--- src/multi_switch_debouncer_macros.svh ---
// ---------------------------------------------------------------------------
// multi_switch_debouncer_macros: assertion macros for the switch debouncer
// Defines clocked assertion wrappers; an empty form when NO_ASSERTIONS is set.
// ---------------------------------------------------------------------------
`ifndef MULTI_SWITCH_DEBOUNCER_MACROS_SVH
`define MULTI_SWITCH_DEBOUNCER_MACROS_SVH

`ifndef NO_ASSERTIONS
// same-cycle implication, checked on clk and disabled during rst
`define MSD_ASSERT_NOW(label, ante, cons) \
  label: assert property (@(posedge clk) disable iff (rst) (ante) |-> (cons)) \
    else $error("assertion failed: same-cycle check");
// next-cycle implication, checked on clk and disabled during rst
`define MSD_ASSERT_NEXT(label, ante, cons) \
  label: assert property (@(posedge clk) disable iff (rst) (ante) |=> (cons)) \
    else $error("assertion failed: next-cycle check");
`else
`define MSD_ASSERT_NOW(label, ante, cons)
`define MSD_ASSERT_NEXT(label, ante, cons)
`endif

`endif

--- src/msd_pkg.sv ---
// ---------------------------------------------------------------------------
// msd_pkg: shared types and constants of the switch debouncer
// Slot count, register indexes, configuration and per-slot state types.
// ---------------------------------------------------------------------------
`timescale 1ns / 1ps

package msd_pkg;

  // number of switch slots (1 to 32)
  localparam int SLOT_COUNT   = 8;
  localparam int SLOT_W       = (SLOT_COUNT > 1) ? $clog2(SLOT_COUNT) : 1;
  // slots shown in the output level word and covered by the masks
  localparam int MASK_W       = 8;
  localparam int LEVEL_W      = (SLOT_COUNT < MASK_W) ? SLOT_COUNT : MASK_W;

  localparam int TIME_W     = 32;
  localparam int DEBOUNCE_W = 15;
  localparam int ACTIVE_W   = 4;
  localparam int INDEX_W    = 8;
  localparam int CFG_IDX_W  = 3;
  localparam int CFG_DATA_W = 15;

  // register indexes
  localparam logic [CFG_IDX_W-1:0] REG_DEBOUNCE_MS    = 3'd0;
  localparam logic [CFG_IDX_W-1:0] REG_ACTIVE         = 3'd1;
  localparam logic [CFG_IDX_W-1:0] REG_BUTTON_MASK    = 3'd2;
  localparam logic [CFG_IDX_W-1:0] REG_PULLUP_MASK    = 3'd3;
  localparam logic [CFG_IDX_W-1:0] REG_LINK_MASK      = 3'd4;
  localparam logic [CFG_IDX_W-1:0] REG_START_LEVELS   = 3'd5;

  localparam logic [DEBOUNCE_W-1:0] DEBOUNCE_RESET = 15'd10;

  // operation codes
  localparam logic OP_TICK = 1'b0;
  localparam logic OP_POLL = 1'b1;

  typedef struct packed {
    logic [DEBOUNCE_W-1:0] debounce_ms;
    logic [ACTIVE_W-1:0]   active_slots;
    logic [MASK_W-1:0]     button_mask;
    logic [MASK_W-1:0]     pullup_mask;
    logic [MASK_W-1:0]     output_link_mask;
  } cfg_t;

  typedef struct packed {
    logic              pending;
    logic [TIME_W-1:0] timing_start;
    logic              stable;
  } slot_t;

  // mask bit of a slot; slots past the mask width read as zero
  function automatic logic mask_bit(input logic [MASK_W-1:0] mask,
                                    input logic [INDEX_W-1:0] idx);
    logic bit_val;
    bit_val = 1'b0;
    for (int i = 0; i < MASK_W; i++) begin
      if (idx == INDEX_W'(i)) begin
        bit_val = mask[i];
      end
    end
    return bit_val;
  endfunction

endpackage

--- src/multi_switch_debouncer.sv ---
// ---------------------------------------------------------------------------
// multi_switch_debouncer: debouncer for a bank of switch slots
// Ticks advance a millisecond counter; polls debounce one slot per beat.
// ---------------------------------------------------------------------------
//  channel | handshake                 | payload
//  --------+---------------------------+-------------------------------------
//  item    | item_valid / item_stall   | operation, switch_index, pin_level
//  result  | result_valid/result_stall | switched, toggle_state,
//          |                           | output_levels, bad_index
//  config  | cfg_write                 | cfg_index, cfg_data
//
//  One beat in and one beat out per cycle while result_stall is low; a beat
//  passes an input register, the slot update, then the result register.
//  Slot state and the counter update when a beat leaves the input register,
//  so the next beat sees them at once.
//  rst is synchronous and restores register defaults and all slot state.
//  A stalled result holds its register; the input register still takes a
//  beat while the result waits, then stalls until the result moves.
`timescale 1ns / 1ps

`include "multi_switch_debouncer_macros.svh"

module multi_switch_debouncer (
  input  logic                              clk,
  input  logic                              rst,
  input  logic                              item_valid,
  output logic                              item_stall,
  input  logic                              operation,
  input  logic [msd_pkg::INDEX_W-1:0]       switch_index,
  input  logic                              pin_level,
  output logic                              result_valid,
  input  logic                              result_stall,
  output logic                              switched,
  output logic                              toggle_state,
  output logic [msd_pkg::MASK_W-1:0]        output_levels,
  output logic                              bad_index,
  input  logic                              cfg_write,
  input  logic [msd_pkg::CFG_IDX_W-1:0]     cfg_index,
  input  logic [msd_pkg::CFG_DATA_W-1:0]    cfg_data
);

  msd_pkg::cfg_t                       cfg;
  logic [msd_pkg::TIME_W-1:0]          time_ms;
  logic [msd_pkg::SLOT_COUNT-1:0]      output_level;
  logic [msd_pkg::SLOT_COUNT-1:0]      output_level_next;
  logic [msd_pkg::SLOT_COUNT-1:0]      start_levels;
  msd_pkg::slot_t                      slots [msd_pkg::SLOT_COUNT];

  logic                                in_full;
  logic                                in_op;
  logic [msd_pkg::INDEX_W-1:0]         in_idx;
  logic                                in_lvl;

  logic                                advance;
  logic [msd_pkg::INDEX_W-1:0]         limit;
  logic                                bad;
  logic                                poll_ok;
  logic [msd_pkg::SLOT_W-1:0]          slot_sel;
  msd_pkg::slot_t                      slot_new;
  logic                                hit;
  logic                                flip;
  logic [msd_pkg::MASK_W-1:0]          levels_next;

  // move a beat out of the input register when the result side has room
  assign advance    = in_full && (!result_valid || !result_stall);
  assign item_stall = in_full && !advance;

  // slot range check against min(active_slots, SLOT_COUNT)
  always_comb begin
    if (msd_pkg::INDEX_W'(cfg.active_slots) < msd_pkg::INDEX_W'(msd_pkg::SLOT_COUNT)) begin
      limit = msd_pkg::INDEX_W'(cfg.active_slots);
    end else begin
      limit = msd_pkg::INDEX_W'(msd_pkg::SLOT_COUNT);
    end
  end

  assign bad      = (in_op == msd_pkg::OP_POLL) && (in_idx >= limit);
  assign poll_ok  = (in_op == msd_pkg::OP_POLL) && !bad;
  assign slot_sel = in_idx[msd_pkg::SLOT_W-1:0];

  msd_step u_step (
    .cfg      (cfg),
    .time_ms  (time_ms),
    .idx      (in_idx),
    .level    (in_lvl),
    .slot_cur (slots[slot_sel]),
    .slot_new (slot_new),
    .hit      (hit)
  );

  // flip a linked output on a completed report
  assign flip = poll_ok && hit && msd_pkg::mask_bit(cfg.output_link_mask, in_idx);

  always_comb begin
    output_level_next = output_level;
    if (flip) begin
      output_level_next[slot_sel] = ~output_level[slot_sel];
    end
  end

  // pack the visible output levels
  always_comb begin
    levels_next = '0;
    for (int i = 0; i < msd_pkg::LEVEL_W; i++) begin
      levels_next[i] = output_level_next[i];
    end
  end

  // start levels as loaded by a register write; hidden slots start low
  always_comb begin
    start_levels = '0;
    for (int i = 0; i < msd_pkg::LEVEL_W; i++) begin
      start_levels[i] = cfg_data[i];
    end
  end

  // capture an accepted beat
  always_ff @(posedge clk) begin
    if (rst) begin
      in_full <= 1'b0;
    end else if (!item_stall) begin
      in_full <= item_valid;
    end
    if (item_valid && !item_stall) begin
      in_op  <= operation;
      in_idx <= switch_index;
      in_lvl <= pin_level;
    end
  end

  // configuration registers
  always_ff @(posedge clk) begin
    if (rst) begin
      cfg.debounce_ms      <= msd_pkg::DEBOUNCE_RESET;
      cfg.active_slots     <= '0;
      cfg.button_mask      <= '0;
      cfg.pullup_mask      <= '0;
      cfg.output_link_mask <= '0;
    end else if (cfg_write) begin
      case (cfg_index)
        msd_pkg::REG_DEBOUNCE_MS: cfg.debounce_ms      <= cfg_data;
        msd_pkg::REG_ACTIVE:      cfg.active_slots     <= cfg_data[msd_pkg::ACTIVE_W-1:0];
        msd_pkg::REG_BUTTON_MASK: cfg.button_mask      <= cfg_data[msd_pkg::MASK_W-1:0];
        msd_pkg::REG_PULLUP_MASK: cfg.pullup_mask      <= cfg_data[msd_pkg::MASK_W-1:0];
        msd_pkg::REG_LINK_MASK:   cfg.output_link_mask <= cfg_data[msd_pkg::MASK_W-1:0];
        default: ;
      endcase
    end
  end

  // advance the millisecond counter on a tick
  always_ff @(posedge clk) begin
    if (rst) begin
      time_ms <= '0;
    end else if (advance && (in_op == msd_pkg::OP_TICK)) begin
      time_ms <= time_ms + msd_pkg::TIME_W'(1);
    end
  end

  // write back the polled slot
  always_ff @(posedge clk) begin
    if (rst) begin
      for (int i = 0; i < msd_pkg::SLOT_COUNT; i++) begin
        slots[i] <= '0;
      end
    end else if (advance && poll_ok) begin
      slots[slot_sel] <= slot_new;
    end
  end

  // output levels: load start levels on write, flip on linked reports
  always_ff @(posedge clk) begin
    if (rst) begin
      output_level <= '0;
    end else if (cfg_write && (cfg_index == msd_pkg::REG_START_LEVELS)) begin
      output_level <= start_levels;
    end else if (advance) begin
      output_level <= output_level_next;
    end
  end

  // result register
  always_ff @(posedge clk) begin
    if (rst) begin
      result_valid <= 1'b0;
    end else if (advance) begin
      result_valid <= 1'b1;
    end else if (!result_stall) begin
      result_valid <= 1'b0;
    end
    if (advance) begin
      switched      <= poll_ok && hit;
      toggle_state  <= poll_ok && slot_new.stable;
      output_levels <= levels_next;
      bad_index     <= bad;
    end
  end

  // checks
  `MSD_ASSERT_NOW(a_bad_no_switch, result_valid && bad_index, !switched)
  `MSD_ASSERT_NEXT(a_fill_result, in_full && !result_valid, result_valid)
  `MSD_ASSERT_NEXT(a_tick_count, advance && (in_op == msd_pkg::OP_TICK), time_ms == $past(time_ms) + 32'd1)
  `MSD_ASSERT_NEXT(a_level_hold, !flip && !cfg_write, $stable(output_level))

endmodule

--- src/msd_step.sv ---
// ---------------------------------------------------------------------------
// msd_step: debounce update of one polled slot
// Applies circuit polarity and mode to a slot's state for one poll.
// ---------------------------------------------------------------------------
`timescale 1ns / 1ps

module msd_step (
  input  msd_pkg::cfg_t                  cfg,
  input  logic [msd_pkg::TIME_W-1:0]     time_ms,
  input  logic [msd_pkg::INDEX_W-1:0]    idx,
  input  logic                           level,
  input  msd_pkg::slot_t                 slot_cur,
  output msd_pkg::slot_t                 slot_new,
  output logic                           hit
);

  logic                        lvl;
  logic                        button;
  logic [msd_pkg::TIME_W-1:0]  start_mid;
  logic                        pend_mid;
  logic [msd_pkg::TIME_W-1:0]  span;
  logic                        elapsed;

  // fold the pull-up polarity into the pressed level
  assign lvl    = level ^ msd_pkg::mask_bit(cfg.pullup_mask, idx);
  assign button = msd_pkg::mask_bit(cfg.button_mask, idx);

  // toggle mode: start timing on a change seen while not pending
  always_comb begin
    pend_mid  = slot_cur.pending;
    start_mid = slot_cur.timing_start;
    if (!button && (lvl != slot_cur.stable) && !slot_cur.pending) begin
      pend_mid  = 1'b1;
      start_mid = time_ms;
    end
  end

  // elapsed time wraps modulo 2^32
  assign span    = time_ms - start_mid;
  assign elapsed = span >= msd_pkg::TIME_W'(cfg.debounce_ms);

  // settle the slot for this poll
  always_comb begin
    slot_new = slot_cur;
    hit      = 1'b0;
    if (button) begin
      if (lvl) begin
        slot_new.pending      = 1'b1;
        slot_new.timing_start = time_ms;
      end else if (slot_cur.pending && elapsed) begin
        slot_new.pending = 1'b0;
        hit              = 1'b1;
      end
    end else begin
      slot_new.pending      = pend_mid;
      slot_new.timing_start = start_mid;
      if (pend_mid && elapsed) begin
        slot_new.stable  = ~slot_cur.stable;
        slot_new.pending = 1'b0;
        hit              = 1'b1;
      end
    end
  end

endmodule

--- config.mk ---
export PLATFORM = sky130hd
export DESIGN_NAME = multi_switch_debouncer
export DESIGN_NICKNAME = d
export VERILOG_FILES = /design/src/msd_pkg.sv /design/src/multi_switch_debouncer.sv /design/src/msd_step.sv
export VERILOG_INCLUDE_DIRS = /design/src /design/src/src
export SDC_FILE = /design/constraint.sdc
export NUM_CORES = 1
export LEC_CHECK = 0
export ABC_AREA = 0
export BUFFER_PORTS_ARGS = -buffer_cell sky130_fd_sc_hd__clkbuf_2
export CORE_UTILIZATION = 50
export DETAILED_ROUTE_END_ITERATION = 10
export GPL_TIMING_DRIVEN = 0
export PLACE_DENSITY = 0.73
export SETUP_SLACK_MARGIN = 0.05
export SYNTH_ARGS = -nofsm -noshare
export SYNTH_HDL_FRONTEND = slang
export SYNTH_SLANG_ARGS = --single-unit
--- constraint.sdc ---
create_clock -name clk -period 15.64 [get_ports clk]
set_input_delay 3.128 -clock clk [delete_from_list [all_inputs] [get_ports clk]]
set_output_delay 3.128 -clock clk [all_outputs]
set_load 0.05 [all_outputs]
==> results.md <==
* Initial cell density of the core at 0.5075
* Clock buffer depth at 3
* Fin worst setup slack at between 7000 and 8000 ps
* Post-synth top cells: nor2_1 (376), edfxtp_1 (293), nand2_1 (154)
* Syn Nets at 1948
* Slew Limit Headroom at 0.2401
* Antenna diode count at 0
* Storage cell area at 10560 um2
* Root Buffer: clkbuf_16
* Worst-Skew Late Latency at 580 ps
* Largest family of logic cells by synthesized area: simple AND/OR/NAND/NOR gates
* Most used DFF post-synth: edfxtp_1
* Setup total negative slack at 0 ps
* Core area at 39730 um2
* Fin crit period at about 8600 ps
* Seq cells post-synth at 381
* DP Wirelength at about 41000 um
* Power share of the clock group at 0.378
* DRC at 0
* Antenna violations before repair at 0
* Area fraction of the dominant cell type after synthesis at 0.4363
* Seq pwr share at 0.440
* P_int at 1.842 mW
* Multi-input logic area at 9031 um2
* Mapped Cells at 1874
* Clk_skew at 22.22 ps
* Num CTS Buffers at 41
* Reg clk slew, reported paths at roughly 60 ps
* Worst path buffer plus inverter count at 3
* Synth Area in Compound Gates at 0.1005
* GRT Resource Usage Total at 0.2819
* Family with the most delay on the worst path: compound AO/OA/AOI/OAI gates
* Max Slew Vio Count at 0
* Crit-path slowest cell: clkbuf_1
* Syn_area_per_cell at 10.76 um2
* DRT iter0 DRCs at 1576
* Fin crit share at 0.5505
* Hold Worst Slack at approximately 460 ps
* Boundary Pins at 46
* Post-CTS resize count at 0
* RSZ-0062 raised after global routing: no
* Share of layout cells above drive strength 1 at 0.1220
* Leading post-synthesis cells by cell area: edfxtp_1 (44%), dfxtp_1 (8.7%), nor2_1 (7.0%)
* Largest area contributor in the netlist: edfxtp_1
* Switching share of power at 0.2823
* Yosys cell types at between 80 and 90
* Dpl ws at 7118 ps
* Final Hold Fails at 0
* EDFF count, synth at 293
* First-pass GRT wire length at 87530 um
* Arr. time, crit path at around 8900 ps
* Die height at a little over 200 um
* Simple-Gate Fraction of Synth Area at 0.1694
* Final Non-Filler Cells at 2525
* Critical Path RT at around 16000 ps
* R2r setup slk at approximately 7000 ps
* Post-DRT Antenna Nets at 0
* P_sw at 0.7246 mW
* Clock sinks at 381
* Max VDD drop at 0.07784 mV
* Setup Buffers After CTS at 0
* Post-synthesis adder-cell area fraction at 0.02643
* Synth-to-Final Area Change at 11.78%
* Max Clk Rate at 116.2 MHz
* # setup viols final at 0
* Synthesized cell area at roughly 20000 um2
* Critical Path Source Type: flip-flop
* Status: complete, no violations
* Via Count at 15560
* Rows at 73
* Worst path max stage delay at 650 ps
* TritonRoute pass-1 iters at 5
* CTS tree: built
* XOR/XNOR Fraction of Synth Area at 0.01824
* H-tree depth at 2
* CP Max Fanout at 10
* CP endpoint kind: flip-flop
* Congestion Overflow GR at 0
* Max Cap Viol at 0
* Pin count of the biggest net entering global routing at 29
* Final core utilization at 0.5673
* Total wire length at 57330 um
* Drt via density at roughly 6
* Post-synthesis mux area share at 0.1322
* Seq/Total Area, Yosys at 0.5237
* Die W at slightly above 200 um
* P_leak at a little over 8 nW
* Placer Congestion at 0.9590
* Hold crit path type: flip-flop to flip-flop
* Slew @ Worst Pin at 1130 ps
* Warnings from Yosys at 0
* Ys async rst share at 0
* Power density cells at 113.8 nW/um2
* Crit Path Class: flip-flop to flip-flop
* Wirelength per Cell at 22.70 um
* Top-count cell post-synth: nor2_1
* Fill cell count at 3361
* Die Footprint at 41140 um2
* Vias in the first global route at 14990
* Comb pwr share at 0.182
* IO buf count at 44
* Final nets at just over 2000
* Hold Buf Count CTS at 0
* Inst Count DP at 2451
==> metal layers <==
layer,GRT usage,routed length [um]
met5,0,0
met4,0.1037,1820
met3,0.04735,4748
met2,0.4466,26540
met1,0.3906,24220
==> tightest hold or removal path, cell delays in order (launching register included) <==
cell and delay (ps):
dfxtp_1 310, nand2_1 50, a21oi_1 50
==> worst paths after layout <==
path,start,depth (start not counted),endpoint
worst max-delay path,in_idx[5],28,slots[6][0]
worst min-delay path,cfg[34],2,cfg[34]
worst max register to register,in_idx[5],28,slots[6][0]
worst min register to register,cfg[34],2,cfg[34]
==> registers in the layout (all words and copies together) (netlist names), named ones only <==
| register | cells |
|---|---|
| in_lvl | 1 |
| time_ms | 32 |
| output_level | 8 |
| slots | 272 |
| cfg | 43 |
| switched | 1 |
| output_levels | 8 |
| in_op | 1 |
| result_valid | 1 |
| toggle_state | 1 |
| in_idx | 8 |
| in_full | 1 |
| bad_index | 1 |
==> logic make-up after synthesis <==
logic type                 after synthesis
AOI/OAI and AO/OA                      308
and+or+nand+nor                        763
DFF                                    381
xor gates and xnor gates                42
muxes                                  194
buffers and inverters                  143
adders and majority gates               43
==> cell type report <==
type | instances | area share
sequential | 381 | 0.4685
multi-input combinational | 1350 | 0.4006
clock buffer | 57 | 0.04907
tap | 525 | 0.02914
buffer | 102 | 0.01954
timing repair buffer | 52 | 0.01687
clock inverter | 17 | 0.009436
inverter | 41 | 0.006827
==> power by group through the flow <==
stage / registers (mW) / logic [mW] / clock network [mW]
final: 1.13 / 0.466 / 0.971
after global routing: 1.13 / 0.504 / 1.01
after CTS: 1.13 / 0.459 / 0.977
after detailed placement: 1.15 / 0.455 / 0
after global placement: 1.15 / 0.446 / 0
after floorplan: 1.15 / 0.316 / 0
==> cells in the final DEF, fill, tap and decap left out, types with 45 or more instances in the layout <==
master | Yosys | layout
a21oi_1 | 106 | 106
clkbuf_1 | 77 | 91
clkbuf_2 | 1 | 45
dfxtp_1 | 88 | 88
edfxtp_1 | 293 | 293
mux2i_1 | 99 | 99
mux4_2 | 53 | 53
nand2_1 | 154 | 154
nor2_1 | 376 | 376
nor3_1 | 47 | 47
o21ai_0 | 49 | 49
==> metrics by stage <==
step	power, mW	cell area [um2]
after detailed placement	1.606	21220
after CTS	2.565	22540
after global routing	2.650	22540
after floorplan	1.469	20170
after global placement	1.597	21040
final	2.566	22540
(Power assumes the default switching activity.)
